**src/hw/rtl/flw_pkg.sv**
```systemverilog
// shared types and constants for the four-connected line walker
// no dependencies; imported by flw_ctrl, flw_datapath and the core top level
`default_nettype none

package flw_pkg;

	// width of every coordinate port
	localparam int FIELD_BITS = 5;
	// default number of significant coordinate bits
	localparam int COORD_BITS_DEF = 5;

	// controller to datapath commands
	typedef struct packed {
		logic load;   // capture a new line transaction
		logic step;   // advance to the next pixel
	} dp_cmd_t;

	// datapath to controller status
	typedef struct packed {
		logic last;   // current pixel is the end point
	} dp_sts_t;

endpackage

`default_nettype wire

```
**src/hw/rtl/flw_datapath.sv**
```systemverilog
// line walker datapath: endpoint swap, running position and slope error term
// depends on flw_pkg for the command and status structs
`default_nettype none

module flw_datapath #(
	parameter int COORD_BITS = flw_pkg::COORD_BITS_DEF
) (
	input  wire logic                          clk,
	input  wire flw_pkg::dp_cmd_t              cmd,
	output flw_pkg::dp_sts_t                   sts,
	input  wire logic [flw_pkg::FIELD_BITS-1:0] start_x,
	input  wire logic [flw_pkg::FIELD_BITS-1:0] start_y,
	input  wire logic [flw_pkg::FIELD_BITS-1:0] end_x,
	input  wire logic [flw_pkg::FIELD_BITS-1:0] end_y,
	output logic [flw_pkg::FIELD_BITS-1:0]      pixel_x,
	output logic [flw_pkg::FIELD_BITS-1:0]      pixel_y
);
	import flw_pkg::*;

	// error = wy*dx - ady*wx, magnitude below 2^(2*COORD_BITS)
	localparam int ERR_BITS = 2 * COORD_BITS + 2;

	logic [COORD_BITS-1:0] sx, sy, ex, ey;
	logic                  swap;
	logic [COORD_BITS-1:0] ax, ay, bx, by;
	logic [COORD_BITS-1:0] dx_in, ady_in;
	logic                  down_in;

	logic [COORD_BITS-1:0]      cx_q, cy_q, rx_q, ry_q, dx_q, ady_q;
	logic                       down_q;
	logic signed [ERR_BITS-1:0] err_q;
	logic signed [ERR_BITS-1:0] dx_ext, ady_ext;
	logic                       go_x;

	assign sx = start_x[COORD_BITS-1:0];
	assign sy = start_y[COORD_BITS-1:0];
	assign ex = end_x[COORD_BITS-1:0];
	assign ey = end_y[COORD_BITS-1:0];

	// order endpoints so x never decreases
	assign swap    = ex < sx;
	assign ax      = swap ? ex : sx;
	assign ay      = swap ? ey : sy;
	assign bx      = swap ? sx : ex;
	assign by      = swap ? sy : ey;
	assign dx_in   = bx - ax;
	assign down_in = by < ay;
	assign ady_in  = down_in ? (ay - by) : (by - ay);

	assign dx_ext  = signed'({{(ERR_BITS-COORD_BITS){1'b0}}, dx_q});
	assign ady_ext = signed'({{(ERR_BITS-COORD_BITS){1'b0}}, ady_q});

	// x step if x remains and y is done or the path so far is steeper than target
	assign go_x = (rx_q != '0) && ((ry_q == '0) || (err_q > 0));

	always_ff @(posedge clk) begin
		if (cmd.load) begin
			cx_q   <= ax;
			cy_q   <= ay;
			rx_q   <= dx_in;
			ry_q   <= ady_in;
			dx_q   <= dx_in;
			ady_q  <= ady_in;
			down_q <= down_in;
			err_q  <= '0;
		end else if (cmd.step) begin
			if (go_x) begin
				rx_q  <= rx_q - 1'b1;
				cx_q  <= cx_q + 1'b1;
				err_q <= err_q - ady_ext;
			end else begin
				ry_q  <= ry_q - 1'b1;
				cy_q  <= down_q ? (cy_q - 1'b1) : (cy_q + 1'b1);
				err_q <= err_q + dx_ext;
			end
		end
	end

	assign sts.last = (rx_q == '0) && (ry_q == '0);
	assign pixel_x  = FIELD_BITS'(cx_q);
	assign pixel_y  = FIELD_BITS'(cy_q);

endmodule

`default_nettype wire

```
**src/hw/rtl/flw_ctrl.sv**
```systemverilog
// line walker controller: accepts a line, then hands out one pixel per transaction
// depends on flw_pkg for the command and status structs
`default_nettype none

module flw_ctrl (
	input  wire logic             clk,
	input  wire logic             arst_n,
	input  wire logic             in_valid,
	output logic                  in_ready,
	output logic                  out_valid,
	input  wire logic             out_ready,
	output flw_pkg::dp_cmd_t      cmd,
	input  wire flw_pkg::dp_sts_t sts
);
	import flw_pkg::*;

	typedef enum logic {
		IDLE,
		WALK
	} state_t;

	state_t state_q;

	assign in_ready  = (state_q == IDLE);
	assign out_valid = (state_q == WALK);
	assign cmd.load  = in_valid && in_ready;
	assign cmd.step  = out_valid && out_ready && !sts.last;

	always_ff @(posedge clk or negedge arst_n) begin
		if (!arst_n) begin
			state_q <= IDLE;
		end else begin
			case (state_q)
				IDLE: begin
					if (in_valid) state_q <= WALK;
				end
				WALK: begin
					if (out_ready && sts.last) state_q <= IDLE;
				end
				default: state_q <= IDLE;
			endcase
		end
	end

	// an accepted line always produces a pixel next cycle
	a_load_then_valid: assert property (@(posedge clk) disable iff (!arst_n)
		(in_valid && in_ready) |=> out_valid)
		else $error("no pixel after line accepted");

	// taking the end pixel frees the input side
	a_last_then_ready: assert property (@(posedge clk) disable iff (!arst_n)
		(out_valid && out_ready && sts.last) |=> in_ready)
		else $error("not ready after end pixel");

	// a pixel that is not the end point is always followed by another
	a_more_pixels: assert property (@(posedge clk) disable iff (!arst_n)
		(out_valid && out_ready && !sts.last) |=> out_valid)
		else $error("walk stopped before end point");

	// never loading and stepping at once
	a_cmd_excl: assert property (@(posedge clk) disable iff (!arst_n)
		!(cmd.load && cmd.step))
		else $error("load and step together");

endmodule

`default_nettype wire

```
**src/hw/rtl/four_connected_line_walker_core.sv**
```systemverilog
// top level of the four-connected line walker
// depends on flw_pkg, flw_ctrl and flw_datapath
`default_nettype none

// Takes one line transaction (two endpoints) and returns every pixel of a
// 4-connected staircase line from the left endpoint to the right one, one
// output transaction per pixel, with last_pixel set on the end point. If the
// second endpoint lies left of the first, the two are swapped. Each step moves
// one unit in x or one unit in y; the choice compares the path walked so far
// against the target slope with an exact integer error term, updated by one
// add or subtract per pixel. A line of dx + |dy| + 1 pixels is walked by first
// capturing the endpoints, then handing out one pixel per cycle while out_ready
// is high. The next line is taken only once the end pixel has been delivered.
// Coordinate bits at or above COORD_BITS are ignored; outputs are zero
// extended to the port width.
module four_connected_line_walker_core #(
	parameter int COORD_BITS = flw_pkg::COORD_BITS_DEF
) (
	input  wire logic                           clk,
	input  wire logic                           arst_n,
	// line input channel
	input  wire logic                           in_valid,
	output logic                                in_ready,
	input  wire logic [flw_pkg::FIELD_BITS-1:0] start_x,
	input  wire logic [flw_pkg::FIELD_BITS-1:0] start_y,
	input  wire logic [flw_pkg::FIELD_BITS-1:0] end_x,
	input  wire logic [flw_pkg::FIELD_BITS-1:0] end_y,
	// pixel output channel
	output logic                                out_valid,
	input  wire logic                           out_ready,
	output logic [flw_pkg::FIELD_BITS-1:0]      pixel_x,
	output logic [flw_pkg::FIELD_BITS-1:0]      pixel_y,
	output logic                                last_pixel
);
	import flw_pkg::*;

	dp_cmd_t cmd;
	dp_sts_t sts;

	// sequencing: idle / walking
	flw_ctrl u_ctrl (
		.clk       (clk),
		.arst_n    (arst_n),
		.in_valid  (in_valid),
		.in_ready  (in_ready),
		.out_valid (out_valid),
		.out_ready (out_ready),
		.cmd       (cmd),
		.sts       (sts)
	);

	// position, remaining counts and slope error
	flw_datapath #(
		.COORD_BITS (COORD_BITS)
	) u_datapath (
		.clk     (clk),
		.cmd     (cmd),
		.sts     (sts),
		.start_x (start_x),
		.start_y (start_y),
		.end_x   (end_x),
		.end_y   (end_y),
		.pixel_x (pixel_x),
		.pixel_y (pixel_y)
	);

	// end point flag comes straight from the remaining counts
	assign last_pixel = sts.last;

endmodule

`default_nettype wire
```
**config.mk**
```make
export PLATFORM = sky130hd
export DESIGN_NAME = four_connected_line_walker_core
export DESIGN_NICKNAME = d
export VERILOG_FILES = /design/src/hw/rtl/flw_pkg.sv /design/src/hw/rtl/flw_datapath.sv /design/src/hw/rtl/flw_ctrl.sv /design/src/hw/rtl/four_connected_line_walker_core.sv
export SDC_FILE = /design/constraint.sdc
export NUM_CORES = 1
export LEC_CHECK = 0
export BUFFER_PORTS_ARGS = -buffer_cell sky130_fd_sc_hd__buf_4
export CAP_MARGIN = 20
export CORE_MARGIN = 8
export CORE_UTILIZATION = 54
export DETAILED_ROUTE_END_ITERATION = 10
export PLACE_DENSITY = 0.76
export REMOVE_ABC_BUFFERS = 1
export SYNTH_ARGS = -nofsm -noshare
export SYNTH_HDL_FRONTEND = slang
export SYNTH_SLANG_ARGS = --single-unit
```
**constraint.sdc**
```tcl
create_clock -name clk -period 3.8 [get_ports clk]
set_input_delay 0.76 -clock clk [delete_from_list [all_inputs] [get_ports clk]]
set_output_delay 0.76 -clock clk [all_outputs]
set_load 0.01 [all_outputs]
```
==> out/qor.txt <==
Root buf cell = clkbuf_8
Max-cap violations = 0
CTS sink count = 44
Post-synth ARST share = 2.27%
Final nets = 496
Maximum VDD drop = 0.495 mV
Buffers added on ports = 36
Fmax = 281 MHz
Crit-path slowest cell = edfxtp_1
Worst skew pair latency = 0.29 ns
Max-slew violation count = 0
Worst Reg-to-Reg Cells = 15
Maximum net fanout on the critical path = 4
Initial DRC count = 112
Area of the mapped netlist = 3490 um^2
Final Util = 64.2%
Cell family with most CP delay = compound AO/OA/AOI/OAI gates
Die area = 9290 um^2
Filler cells = 574
Final setup violation count = 0
Clock buffer depth = 2
Worst EP arrival = 3.74 ns
Top_reg_cell synth = edfxtp_1
Antenna-violating nets left = 0
TritonCTS clock tree = done
Top cell type's share of synthesized area = 26.7%
Yosys top cell by area = edfxtp_1
Fin Hold WS = 0.222 ns
Initial Utilization = 55.3%
Slew HR = 59.3%
Post-CTS Hold Buffers = 0
Most frequent cells in the layout = nand2_1 (60), buf_4 (48), nor2_1 (37)
Vias in the first global route = 2,976
Setup Crit Path Kind = reg2reg
DR DRC count = 0
DR vias/cell = 5.67
Ordered cell list for the critical path = inv_1 -> ha_1 -> nor4b_4 -> o21bai_4 -> mux2i_2 -> ha_1 -> a21o_1 -> a21o_1 -> a21o_1 -> a31o_2 -> a41o_1 -> o41a_1 -> mux2i_1 -> xnor2_1 -> nor2_1
CP peak stage delay = 0.41 ns
Final WL = 7850 um
Cells after Synth = 399
HP Class = in2async
Largest net degree at the start of global routing = 34
1st-pass router iterations = 4
Most common cell on crit path = a21o_1
Layout Cells excl Fill = 519
HPWL after DPL = 6050 um
Seq/Total Area, Yosys = 34.3%
Least-Margin Pin Slew = 0.606 ns
Crit path launch type = flip-flop
First-pass GRT wire length = 13,200 um
Worst Clk Skew = 0.00636 ns
Initial antenna violation count = 0
Row cnt = 29
PnR worst setup slack = 0.243 ns
Die X = 96.4 um
Setup crit end kind = flip-flop
Clock period minus worst slack = 3.56 ns
Ant diodes = 0
Final TNS setup = 0 ns
R2r setup slk = 0.24 ns
Worst r2r src = u_datapath.rx_q[1]
GPL Wtd Cong = 0.877
Pleak = 0.00178 uW
Clock transition at path regs = 0.09 ns
R2R Path End = u_datapath.err_q[11]
PD cells = 652 nW/um^2
Die Height = 96.4 um
Outcome = finished clean
Routed len/inst = 15.1 um
Setup slack at placement = -0.130 ns
Synth Area per Inst = 8.75 um^2
Top Ports = 37
Placed Cells = 510
Share of cells above drive strength 1 = 19.5%
RSZ-0062 raised after global routing = no
Worst path required time = 3.99 ns
Worst path bufs/invs = 1
Register bit total from synthesis = 44
Core Box Area = 6310 um^2
Area growth from synthesis to final layout = 16.1%
Post-synth EDFFs = 31
Total GRT Usage = 17.7%
H-tree levels = 2
Period utilisation layout = 93.6%
Total grt overflow = 0
Via count = 2,942
Largest cells by area after synthesis = edfxtp_1 (27%), ha_1 (10%), dfxtp_1 (6.9%), nand2_1 (6.5%), xnor2_1 (4.8%)
Final Hold Fails = 0
Yosys warning total = 0
Netlist cell types = 60
Num CTS Buffers = 5
Commonest non-fill, non-tap cell in the layout = nand2_1
per-layer routing:
| layer | wire [um] | part of all wire, % | track usage (%) |
|---|---|---|---|
| met1 | 3480 | 44 | 21.0 |
| met5 | 0 | 0 | 0 |
| met4 | 119 | 1.5 | 6.31 |
| met3 | 222 | 2.8 | 2.40 |
| met2 | 4020 | 51 | 31.8 |
Yosys cell counts, types with 9 or more instances:
library cell	instances
ha_1	29
xor2_1	11
nor3_1	11
nand2_1	60
nor2_1	37
a21oi_1	33
dfxtp_1	12
xnor2_1	19
inv_1	26
a21o_1	10
o21ai_0	15
edfxtp_1	31
clkbuf_1	9
cells by family (layout without fill, tap and decap cells):
logic type      Yosys count  count (layout)  synth area share (%)
simple gates            146             146                  18.9
compound gates           95              95                  19.0
flops                    44              44                  34.3
buf+inv                  40              83                  4.55
fa+ha+maj                32              32                  11.8
xor+xnor                 31              31                  8.00
mux                      11              11                  3.41
area by class of cell:
type	instances	area (um^2)	area share, %
multi-input combinational	315	2190	54.0
sequential	44	1200	29.5
timing repair buffer	48	360	8.89
inverter	27	101	2.50
tap	77	96.3	2.38
clock buffer	6	72.6	1.79
clock inverter	2	35.0	0.865
through the flow:
stage	power, uW	area [um^2]
after floorplan	1890	3430
after global placement	2180	3880
after detailed placement	2240	3880
after CTS	2600	4000
after global routing	2860	4050
final	2640	4050
timing repair:
| action | 4_1_cts | 5_1_grt |
|---|---|---|
| setup endpoints to repair | 2 | 3 |
| cloned | 0 | 0 |
| buffers inserted | 0 | 1 |
| pin swaps | 0 | 0 |
| gates resized for setup | 1 | 8 |
power by group:
part	total (uW)	leakage (uW)	internal (uW)	switching [uW]
clock	361	0.0000552	195	165
combinational	1460	0.00133	708	752
sequential	822	0.000397	698	124
worst max-delay path by stage:
stage	start	endpoint	slack (ns)	cells after the start
4_1_cts	u_datapath.ry_q[0]	u_datapath.err_q[10]	0.06	18
3_5_place_dp	u_datapath.rx_q[1]	u_datapath.err_q[11]	-0.13	15
6_report	u_datapath.rx_q[1]	u_datapath.err_q[11]	0.24	15
5_1_grt	u_datapath.err_q[1]	u_datapath.err_q[11]	0.007	14
2_1_floorplan	u_datapath.ry_q[0]	u_datapath.err_q[11]	0.09	15
3_3_place_gp	u_datapath.rx_q[0]	u_datapath.err_q[11]	0.06	15
flip-flops by register name, summed over array words and instances, names as in the netlist:
register,flops
u_datapath.rx_q,5
u_ctrl.out_valid,1
u_datapath.dx_q,5
u_datapath.down_q,1
u_datapath.ady_q,5
u_datapath.err_q,12
u_datapath.pixel_y,5
u_datapath.pixel_x,5
u_datapath.ry_q,5
(Power assumes the default switching activity.)
